**src/rtl/tmp_pkg.sv**
```systemverilog
package tmp_pkg;

  // field widths
  localparam int unsigned BYTE_W  = 8;
  localparam int unsigned TICKS_W = 24;
  localparam int unsigned DUTY_W  = 21;
  localparam int unsigned PULSE_W = 11;
  localparam int unsigned MIX_W   = 10;
  localparam int unsigned MAG_W   = 9;
  localparam int unsigned DELTA_W = 7;
  localparam int unsigned OP_W    = 32;
  localparam int unsigned PROD_W  = 2 * OP_W;

  // frame layout
  localparam int unsigned NUM_STICKS = 4;
  localparam int unsigned POS_W      = 3;

  // pulse constants in microseconds
  localparam logic [PULSE_W-1:0] NEUTRAL_US = 11'd1500;

  // three-stick mix: floor(a * 200 / 768) == (a * MIX3_K) >> MIX3_SH for a <= 384
  localparam logic [19:0] MIX3_K  = 20'd546150;
  localparam int unsigned MIX3_SH = 21;

  // vertical mix: floor(a * 200 / 256) == (a * VERT_K) >> VERT_SH
  localparam logic [4:0]  VERT_K  = 5'd25;
  localparam int unsigned VERT_SH = 5;

  // ticks: floor(p / 20000) == ((p >> 5) * RECIP_M) >> RECIP_SH for p < 2^35
  localparam int unsigned PRE_SH   = 5;
  localparam int unsigned TICK_P_W = 35;
  localparam logic [30:0] RECIP_M  = 31'd1759218605;
  localparam int unsigned RECIP_SH = 40;

  localparam logic [TICKS_W-1:0] TICKS_RESET = 24'd600000;

  // channel codes, in mixing order
  localparam int unsigned CH_W = 3;
  localparam logic [CH_W-1:0] CH_FR   = 3'd0;
  localparam logic [CH_W-1:0] CH_FL   = 3'd1;
  localparam logic [CH_W-1:0] CH_BR   = 3'd2;
  localparam logic [CH_W-1:0] CH_BL   = 3'd3;
  localparam logic [CH_W-1:0] CH_VERT = 3'd4;
  localparam int unsigned NUM_CH = 5;

  // stored stick values of the current frame
  typedef struct packed {
    logic signed [BYTE_W-1:0] lx;
    logic signed [BYTE_W-1:0] ly;
    logic signed [BYTE_W-1:0] rx;
    logic signed [BYTE_W-1:0] ry;
  } tmp_sticks_t;

endpackage

```
**src/rtl/tmp_frame.sv**
```systemverilog
module tmp_frame import tmp_pkg::*; (
  input  logic              clk,
  input  logic              rst_n,
  input  logic              accept,
  input  logic [BYTE_W-1:0] rx_byte,
  output tmp_sticks_t       sticks,
  output logic              armed
);

  logic [POS_W-1:0]  pos_r;
  logic [BYTE_W-1:0] stick_r [NUM_STICKS];
  logic              armed_r;

  // byte slot counter, button check and stick store
  always_ff @(posedge clk) begin
    if (!rst_n) begin
      pos_r   <= '0;
      armed_r <= 1'b0;
      for (int i = 0; i < NUM_STICKS; i++) begin
        stick_r[i] <= '0;
      end
    end else if (accept) begin
      pos_r <= pos_r + 1'b1;
      if (!pos_r[POS_W-1]) begin
        if (rx_byte != '0) begin
          armed_r <= 1'b1;
        end
      end else begin
        stick_r[pos_r[POS_W-2:0]] <= rx_byte;
      end
    end
  end

  assign sticks.lx = stick_r[0];
  assign sticks.ly = stick_r[1];
  assign sticks.rx = stick_r[2];
  assign sticks.ry = stick_r[3];
  assign armed     = armed_r;

endmodule

```
**src/rtl/tmp_mul.sv**
```systemverilog
module tmp_mul import tmp_pkg::*; (
  input  logic              clk,
  input  logic              en,
  input  logic [OP_W-1:0]   op_a,
  input  logic [OP_W-1:0]   op_b,
  output logic [PROD_W-1:0] prod
);

  logic [PROD_W-1:0] prod_r;

  // shared unsigned multiplier, result registered and held when idle
  always_ff @(posedge clk) begin
    if (en) begin
      prod_r <= PROD_W'(op_a) * PROD_W'(op_b);
    end
  end

  assign prod = prod_r;

endmodule

```
**src/rtl/thruster_mixer_pwm.sv**
```systemverilog
// the five channels take three passes each through the one shared 32x32 multiplier
//   (mix scale, period scale, reciprocal of 20000)
// input stalls while an item is in work; a finished result may wait in the output register
// reset (synchronous, rst_n low): byte slot, sticks and armed flag cleared, period 600000
module thruster_mixer_pwm import tmp_pkg::*; (
  input  logic               clk,
  input  logic               rst_n,
  input  logic               in_valid,
  output logic               in_stall,
  input  logic [BYTE_W-1:0]  in_rx_byte,
  input  logic               cfg_valid,
  output logic               cfg_ready,
  input  logic [TICKS_W-1:0] cfg_data,
  output logic               out_valid,
  input  logic               out_stall,
  output logic [DUTY_W-1:0]  out_duty_front_right,
  output logic [DUTY_W-1:0]  out_duty_front_left,
  output logic [DUTY_W-1:0]  out_duty_back_right,
  output logic [DUTY_W-1:0]  out_duty_back_left,
  output logic [DUTY_W-1:0]  out_duty_front_vertical,
  output logic [DUTY_W-1:0]  out_duty_back_vertical,
  output logic               out_is_armed
);

  typedef enum logic [2:0] {
    IDLE,
    MAG,
    TICK,
    RECIP,
    WRAP
  } state_t;

  state_t              state_r;
  logic [CH_W-1:0]     ch_r;
  logic [TICKS_W-1:0]  tpp_r;
  logic [DUTY_W-1:0]   work_r [NUM_CH-1];
  logic [DUTY_W-1:0]   duty_r [NUM_CH];
  logic                out_valid_r;
  logic                out_armed_r;

  logic                accept;
  logic                out_free;
  tmp_sticks_t         sticks;
  logic                armed;
  logic signed [MIX_W-1:0] lx_w, ly_w, rx_w, ry_w;
  logic signed [MIX_W-1:0] mix_sum;
  logic [MIX_W-1:0]    mix_abs;
  logic [MAG_W-1:0]    mag;
  logic [DELTA_W-1:0]  delta;
  logic [PULSE_W-1:0]  pulse;
  logic                mul_en;
  logic [OP_W-1:0]     op_a, op_b;
  logic [PROD_W-1:0]   prod;
  logic [DUTY_W-1:0]   duty_new;
  logic [CH_W-2:0]     prev_ch;

  assign accept    = in_valid && !in_stall;
  assign in_stall  = (state_r != IDLE);
  assign cfg_ready = 1'b1;
  assign out_free  = !out_valid_r || !out_stall;

  tmp_frame u_frame (
    .clk     (clk),
    .rst_n   (rst_n),
    .accept  (accept),
    .rx_byte (in_rx_byte),
    .sticks  (sticks),
    .armed   (armed)
  );

  // signed mix of the selected channel
  assign lx_w = {{(MIX_W-BYTE_W){sticks.lx[BYTE_W-1]}}, sticks.lx};
  assign ly_w = {{(MIX_W-BYTE_W){sticks.ly[BYTE_W-1]}}, sticks.ly};
  assign rx_w = {{(MIX_W-BYTE_W){sticks.rx[BYTE_W-1]}}, sticks.rx};
  assign ry_w = {{(MIX_W-BYTE_W){sticks.ry[BYTE_W-1]}}, sticks.ry};

  always_comb begin
    case (ch_r)
      CH_FR:   mix_sum = ry_w - rx_w - lx_w;
      CH_FL:   mix_sum = ry_w + rx_w + lx_w;
      CH_BR:   mix_sum = ry_w + rx_w - lx_w;
      CH_BL:   mix_sum = ry_w - rx_w + lx_w;
      CH_VERT: mix_sum = ly_w;
      default: mix_sum = '0;
    endcase
  end

  // magnitude, the scaled result is given the sign back so division truncates to zero
  assign mix_abs = mix_sum[MIX_W-1] ? (MIX_W)'(-mix_sum) : (MIX_W)'(mix_sum);
  assign mag     = mix_abs[MAG_W-1:0];

  // scaled offset from the product of the mix pass
  assign delta = (ch_r == CH_VERT) ? prod[VERT_SH +: DELTA_W] : prod[MIX3_SH +: DELTA_W];

  always_comb begin
    if (!armed) begin
      pulse = NEUTRAL_US;
    end else if (mix_sum[MIX_W-1]) begin
      pulse = NEUTRAL_US - PULSE_W'(delta);
    end else begin
      pulse = NEUTRAL_US + PULSE_W'(delta);
    end
  end

  // operand select for the shared multiplier
  always_comb begin
    mul_en = 1'b1;
    case (state_r)
      MAG: begin
        op_a = OP_W'(mag);
        op_b = (ch_r == CH_VERT) ? OP_W'(VERT_K) : OP_W'(MIX3_K);
      end
      TICK: begin
        op_a = OP_W'(tpp_r);
        op_b = OP_W'(pulse);
      end
      RECIP: begin
        op_a = OP_W'(prod[TICK_P_W-1:PRE_SH]);
        op_b = OP_W'(RECIP_M);
      end
      default: begin
        mul_en = 1'b0;
        op_a   = '0;
        op_b   = '0;
      end
    endcase
  end

  tmp_mul u_mul (
    .clk  (clk),
    .en   (mul_en),
    .op_a (op_a),
    .op_b (op_b),
    .prod (prod)
  );

  assign duty_new = prod[RECIP_SH +: DUTY_W];

  // slot of the channel finished in the previous pass
  assign prev_ch = ch_r[CH_W-2:0] - 1'b1;

  // period register
  always_ff @(posedge clk) begin
    if (!rst_n) begin
      tpp_r <= TICKS_RESET;
    end else if (cfg_valid && cfg_ready) begin
      tpp_r <= cfg_data;
    end
  end

  // channel sequencer and output register
  always_ff @(posedge clk) begin
    if (!rst_n) begin
      state_r     <= IDLE;
      ch_r        <= CH_FR;
      out_valid_r <= 1'b0;
    end else begin
      if (state_r == WRAP && out_free) begin
        out_valid_r <= 1'b1;
      end else if (out_valid_r && !out_stall) begin
        out_valid_r <= 1'b0;
      end
      case (state_r)
        IDLE: begin
          if (accept) begin
            ch_r    <= CH_FR;
            state_r <= MAG;
          end
        end
        MAG: begin
          // previous channel's duty is ready
          if (ch_r != CH_FR) begin
            work_r[prev_ch] <= duty_new;
          end
          state_r <= TICK;
        end
        TICK: begin
          state_r <= RECIP;
        end
        RECIP: begin
          if (ch_r == CH_VERT) begin
            state_r <= WRAP;
          end else begin
            ch_r    <= ch_r + 1'b1;
            state_r <= MAG;
          end
        end
        WRAP: begin
          if (out_free) begin
            for (int i = 0; i < NUM_CH - 1; i++) begin
              duty_r[i] <= work_r[i];
            end
            duty_r[NUM_CH-1] <= duty_new;
            out_armed_r      <= armed;
            state_r          <= IDLE;
          end
        end
        default: begin
          state_r <= IDLE;
        end
      endcase
    end
  end

  assign out_valid               = out_valid_r;
  assign out_duty_front_right    = duty_r[CH_FR];
  assign out_duty_front_left     = duty_r[CH_FL];
  assign out_duty_back_right     = duty_r[CH_BR];
  assign out_duty_back_left      = duty_r[CH_BL];
  assign out_duty_front_vertical = duty_r[CH_VERT];
  assign out_duty_back_vertical  = duty_r[CH_VERT];
  assign out_is_armed            = out_armed_r;

endmodule

```
**config.mk**
```make
export PLATFORM = sky130hd
export DESIGN_NAME = thruster_mixer_pwm
export DESIGN_NICKNAME = d
export VERILOG_FILES = /design/src/rtl/tmp_pkg.sv /design/src/rtl/tmp_frame.sv /design/src/rtl/tmp_mul.sv /design/src/rtl/thruster_mixer_pwm.sv
export SDC_FILE = /design/constraint.sdc
export NUM_CORES = 2
export LEC_CHECK = 0
export BUFFER_PORTS_ARGS = -buffer_cell sky130_fd_sc_hd__buf_4
export CAP_MARGIN = 40
export CORE_MARGIN = 2
export CORE_UTILIZATION = 40
export DETAILED_ROUTE_END_ITERATION = 8
export SLEW_MARGIN = 10
export SYNTH_ARGS = -nofsm -noshare
export SYNTH_HDL_FRONTEND = slang
export SYNTH_SLANG_ARGS = --single-unit
```
**constraint.sdc**
```tcl
create_clock -name clk -period 16.7 [get_ports clk]
set_clock_uncertainty 0.15 [all_clocks]
set_input_delay 2.505 -clock clk [delete_from_list [all_inputs] [get_ports clk]]
set_output_delay 2.505 -clock clk [all_outputs]
set_load 0.01 [all_outputs]
```
; Yosys cells after proc, flatten, opt, wreduce, memory -nomap -nowiden
; Memory sizes are Yosys's and may differ from the RTL's.
; Cells that the tools add are included.
[classes]
eq_ne = 11
bitwise_logic = 1
mul = 1
n_reduce_logical = 20
mux = 34
addsub = 12
[ops]
columns = operator, count
row1 = $pmux W31 S3, 1
row2 = $pmux W30 S3, 1
row3 = $mul A30 B31 Y61, 1
row4 = $pmux W10 S5, 1
row5 = $mux W11, 2
row6 = $add A9 B8 Y10, 2
row7 = $mux W20, 1
row8 = $sub A9 B8 Y10, 2
row9 = $mux W1, 17
row10 = $mux W3, 5
row11 = $pmux W3 S5, 1
row12 = $eq A3 B2 Y1 const B, 4
row13 = $add A11 B7 Y11 const A, 1
row14 = $sub A11 B7 Y11 const A, 1
row15 = $add A8 B8 Y9, 1
row16 = $mux W9, 1
row17 = $neg A9 Y9, 1
row18 = $reduce_and A3 Y1, 3
row19 = $sub A8 B8 Y9, 1
row20 = $mux W8, 1
row21 = $reduce_bool A8 Y1, 1
row22 = $reduce_or A8 Y1, 1
row23 = $mux W7, 1
row24 = $add A3 B1 Y3 const B, 2
row25 = other kinds (15), 26
[word_totals]
mem_bits_rw = 221
ff_bits = 97
elab_cells = 90
out_inout_bits = 130
n_memories = 3
[mem_list]
columns = memory, words, width, rd, rd_clocked_by_memory_dff, write_ports, line_no
row1 = duty_r, 5, 21, 5, 0, 5, thruster_mixer_pwm.sv:37  ; logic [DUTY_W-1:0] duty_r [NUM_CH];
row2 = work_r, 4, 21, 4, 0, 1, thruster_mixer_pwm.sv:36  ; logic [DUTY_W-1:0] work_r [NUM_CH-1];
row3 = u_frame.stick_r, 4, 8, 4, 0, 4, tmp_frame.sv:11  ; logic [BYTE_W-1:0] stick_r [NUM_STICKS];

; Depth between registers and ports, before layout
[depth]
ltp_word = 8
mapped_depth = 56

; Hierarchy
; From an unflattened synthesis, not the netlist that was laid out.
[hier_totals]
cells_unflattened = 4590
hier_area_um2 = 46788.6
[by_module_without_submodules]
columns = mod, cells_per_inst, instances, area_each_um2
row1 = tmp_mul, 3753, 1, 35393.9
row2 = thruster_mixer_pwm, 745, 1, 9944.5
row3 = tmp_frame, 92, 1, 1450.1

; Worst setup path before layout
; OpenSTA, ideal clock, no wires.
[synth_path]
kind = register -> register
start = memory u_frame.stick_r[2][0]
end = register u_mul.prod_r[57], in the netlist u_mul.prod[57] (data pin)
setup_time_ns = 0.261
path_buffers = 2
arrival_ns = 10.054
slack_ns = 6.235
path_stages_with_launch = 47
t_required_ns = 16.289
path_cell_list = edfxtp_1 -> ha_1 -> fa_1 -> o21ai_0 -> nand2_1 -> a21oi_1 -> nand2b_1 -> o21ai_0 -> ha_1 -> and2_1 -> a221oi_2 -> nand2_1 -> xor2_1 -> a221o_1 -> nor2_1 -> nand2_1 -> nand2_1 -> xnor2_1 -> (+11 left out) -> fa_1 -> inv_1 -> fa_1 -> inv_1 -> fa_1 -> inv_1 -> ha_1 -> clkbuf_1 -> a21o_1 -> a21o_1 -> a21oi_1 -> and3b_1 -> nand2_1 -> o21ba_4 -> nor3_1 -> o21a_1 -> or2_1 -> o311a_1
[synth_lines]
columns = item, line_no
row1 = from (decl), tmp_frame.sv:11
row2 = to (signal assigned), tmp_mul.sv:14  ; prod_r <= PROD_W'(op_a) * PROD_W'(op_b);
row3 = to (decl), tmp_mul.sv:9  ; logic [PROD_W-1:0] prod_r;

==> flow_metrics.env <==
export IMPL_synthSimpleGateAreaFrac_pct=8.69
export IMPL_status="finished clean"
export IMPL_synthFlopType="edfxtp_1"
export IMPL_clk_pin_slew_ps=70
export IMPL_synthArstFlopShare_pct=0
export IMPL_power_share_sequential_pct=17.6
export IMPL_syn_mean_instance_area_um2=10.7
export IMPL_num_rows=110
export IMPL_postCtsHoldBufs=0
export IMPL_cts_made_buffers=36
export IMPL_max_stage_delay_ps=760
export IMPL_r2r_cells=45
export IMPL_setup_tns_final_ps=0
export IMPL_htree_levels=2
export IMPL_p_total_w=0.00655
export IMPL_area_delta_synth_final_pct=11.1
export IMPL_start_util_pct=40.5
export IMPL_p_leak_nw=20.6
export IMPL_rrSetupSlack_ps=4510
export IMPL_wirelength_um=104000
export IMPL_cp_arrival_ps=12340
export IMPL_cts_root_buf="clkbuf_16"
export IMPL_synth_most_common_cell="inv_1"
export IMPL_synth_fa_ha_area_share_pct=46.9
export IMPL_gp_congestion=0.928
export IMPL_r2r_end="u_mul.prod[58]"
export IMPL_worstMarginPinSlew_ps=906
export IMPL_final_nets=4679
export IMPL_path_class="reg -> reg"
export IMPL_drive_above_1_share_pct=8.71
export IMPL_finalCritPeriodShare_pct=73.0
export IMPL_whs_path_depth=0
export IMPL_clock_path_buffers=3
export IMPL_dr_wl_met2_um=46900
export IMPL_vias_per_cell=5.09
export IMPL_swShare_pct=50.8
export IMPL_pin_count=167
export IMPL_die_w_um=306
export IMPL_powerDensity_mw_per_mm2=162
export IMPL_ant_nets=0
export IMPL_portBuffers=165
export IMPL_hold_path_class="reg -> reg"
export IMPL_timing_rr_start="u_frame.stick_r[2][0]"
export IMPL_start_kind="flop"
export IMPL_core_mm2=0.0901
export IMPL_cts_sinks=308
export IMPL_setup_viol=0
export IMPL_synth_area_leader_cell="fa_1"
export IMPL_hpwl_um=86600
export IMPL_die_height_um=306
export IMPL_synth_mux_area_share_pct=1.25
export IMPL_path_max_fanout=13
export IMPL_met1Wirelength_um=46200
export IMPL_hold_end="duty_r[0][43]"
export IMPL_power_switching_w=0.00333
export IMPL_synth_edf_count=273
export IMPL_hold_violations=0
export IMPL_synth_top_family_by_area="adder cells"
export IMPL_cp_end_kind="flop"
export IMPL_post_route_drc_count=0
export IMPL_grt_pass1_vias=25600
export IMPL_syn_inst=3424
export IMPL_netlist_area_mm2=0.0365
export IMPL_die_area_mm2=0.0936
export IMPL_slew_limit_headroom_pct=39.4
export IMPL_cts_setup_buffers=0
export IMPL_ir_worst_vdd_mv=0.215
export IMPL_dr_max_layer_used="met4"
export IMPL_yosysUniqueCellTypes=86
export IMPL_cts_resized=0
export IMPL_synth_area_leaders="fa_1, edfxtp_1, ha_1, inv_1, nor2_1"
export IMPL_period_needed_ps=12190
export IMPL_grt_max_degree=52
export IMPL_critPathBufInv=6
export IMPL_first_pass_iters=8
export IMPL_dr_first_iter_drc_count=2341
export IMPL_grt_overflow=0
export IMPL_synth_top_area_share_pct=32.9
export IMPL_drv_slew=0
export IMPL_synth_xor_area_share_pct=2.06
export IMPL_combPwrFrac_pct=69.7
export IMPL_wl_per_cell_um=21.5
export IMPL_slowest_stage="a21oi_1"
export IMPL_antenna_found_initial=1
export IMPL_intPower_w=0.00322
export IMPL_yosys_warnings=0
export IMPL_yosysSeqAreaShare_pct=24.4
export IMPL_max_freq_ghz=0.0820
export IMPL_hp_start="work_r[2][1]"
export IMPL_synth_compound_area_share_pct=6.85
export IMPL_grt_pass1_wl_um=160000
export IMPL_clock_latency_ps=600
export IMPL_rsz0062_at_grt="false"
export IMPL_via_count=24600
export IMPL_path_delay_family="adder cells"
export IMPL_maxCapViolations=0
export IMPL_p_clk_share_pct=12.7
export IMPL_wl_met3_um=8500
export IMPL_cts_tree="built"
export IMPL_synth_top_cells_by_count="inv_1, fa_1, ha_1"
export IMPL_cpMostUsedCell="fa_1"
export IMPL_ys_ff_latch=308
export IMPL_required_ps=16850
export IMPL_grt_util_all_layers_pct=22.8
[per-stage QoR]
step           instances  setup WS (ps)  hold slack, ps  area, um2  utilization, %
6_report            4840           4510             264      40500            45.0
5_1_grt             4838           3640             274      40500            45.0
4_1_cts             4837           4610             266      40500            45.0
3_5_place_dp        4771           4660             255      39300            43.6
3_3_place_gp        4762           4790             250      39200            43.5
2_1_floorplan       3489           6240             250      36700               -
[layout by cell type, fill, tap and decap left out, drive strengths merged, types with 7 or more instances in the layout]
master  instances
fa            599
and3           22
or2            11
clkinv         13
nor3           16
conb           67
a221oi         10
ha            409
a21o           70
buf           206
o21a            8
edfxtp        273
inv           832
a21oi         117
a31oi          12
nand2         204
and2           65
dfxtp          35
xor2           34
clkbuf         38
or3             8
nand4          19
mux2i          44
o21bai         14
nor2          226
xnor2          52
nand2b         26
o21ai          76
nand3          25
o31ai           7
nor2b          34
[worst max-delay path by stage]
stage                           from        endpoint  cells after the start
2_1_floorplan  u_frame.stick_r[2][0]  u_mul.prod[57]                     46
3_3_place_gp                 ch_r[0]  u_mul.prod[54]                     42
3_5_place_dp   u_frame.stick_r[2][0]  u_mul.prod[51]                     47
4_1_cts        u_frame.stick_r[2][0]  u_mul.prod[51]                     47
5_1_grt        u_frame.stick_r[2][0]  u_mul.prod[55]                     50
6_report       u_frame.stick_r[2][0]  u_mul.prod[58]                     45
[cell type report]
class,count,area (um2)
clock buffer,37,905
clock inverter,29,317
multi-input combinational,2256,24300
inverter,825,3100
tap,1176,1470
fill,8542,49600
timing repair buffer,207,1580
antenna,2,5.00
sequential,308,8900
[worst reg2reg max path: cells and delay by family, from the launching register on]
family | cells | cell delay [ps]
buf+inv | 6 | 310
fa+ha+maj | 12 | 5270
xor+xnor | 2 | 430
compound gates | 14 | 3450
simple gates | 11 | 1900
flops | 1 | 400
[power by group through the flow]
stage | clock, W | sequential [W] | combinational [W]
final | 0.000831 | 0.00115 | 0.00457
after detailed placement | 0 | 0.00117 | 0.00448
after CTS | 0.000850 | 0.00115 | 0.00454
after global routing | 0.000878 | 0.00116 | 0.00506
after floorplan | 0 | 0.00110 | 0.00315
after global placement | 0 | 0.00117 | 0.00447
[registers in the layout, indices dropped and copies added, names as in the netlist]
name,count
u_frame.stick_r,32
ch_r,3
u_mul.prod,51
work_r,84
out_is_armed,1
state_r,3
out_valid,1
tpp_r,24
duty_r,105
u_frame.armed,1
u_frame.pos_r,3
[cells by family after synthesis]
family | count (synthesis)
AOI/OAI and AO/OA | 375
xor gates and xnor gates | 86
adders and majority gates | 1008
buffers and inverters | 925
DFF | 308
muxes | 45
other | 2
and+or+nand+nor | 675
[metal layers]
metal | up-vias | global-route usage [%]
met1 | 12400 | 32.6
li1 | 11100 | -
met2 | 959 | 35.8
met5 | - | 0
met3 | 138 | 4.31
met4 | 0 | 5.51
(Power assumes the default switching activity.)
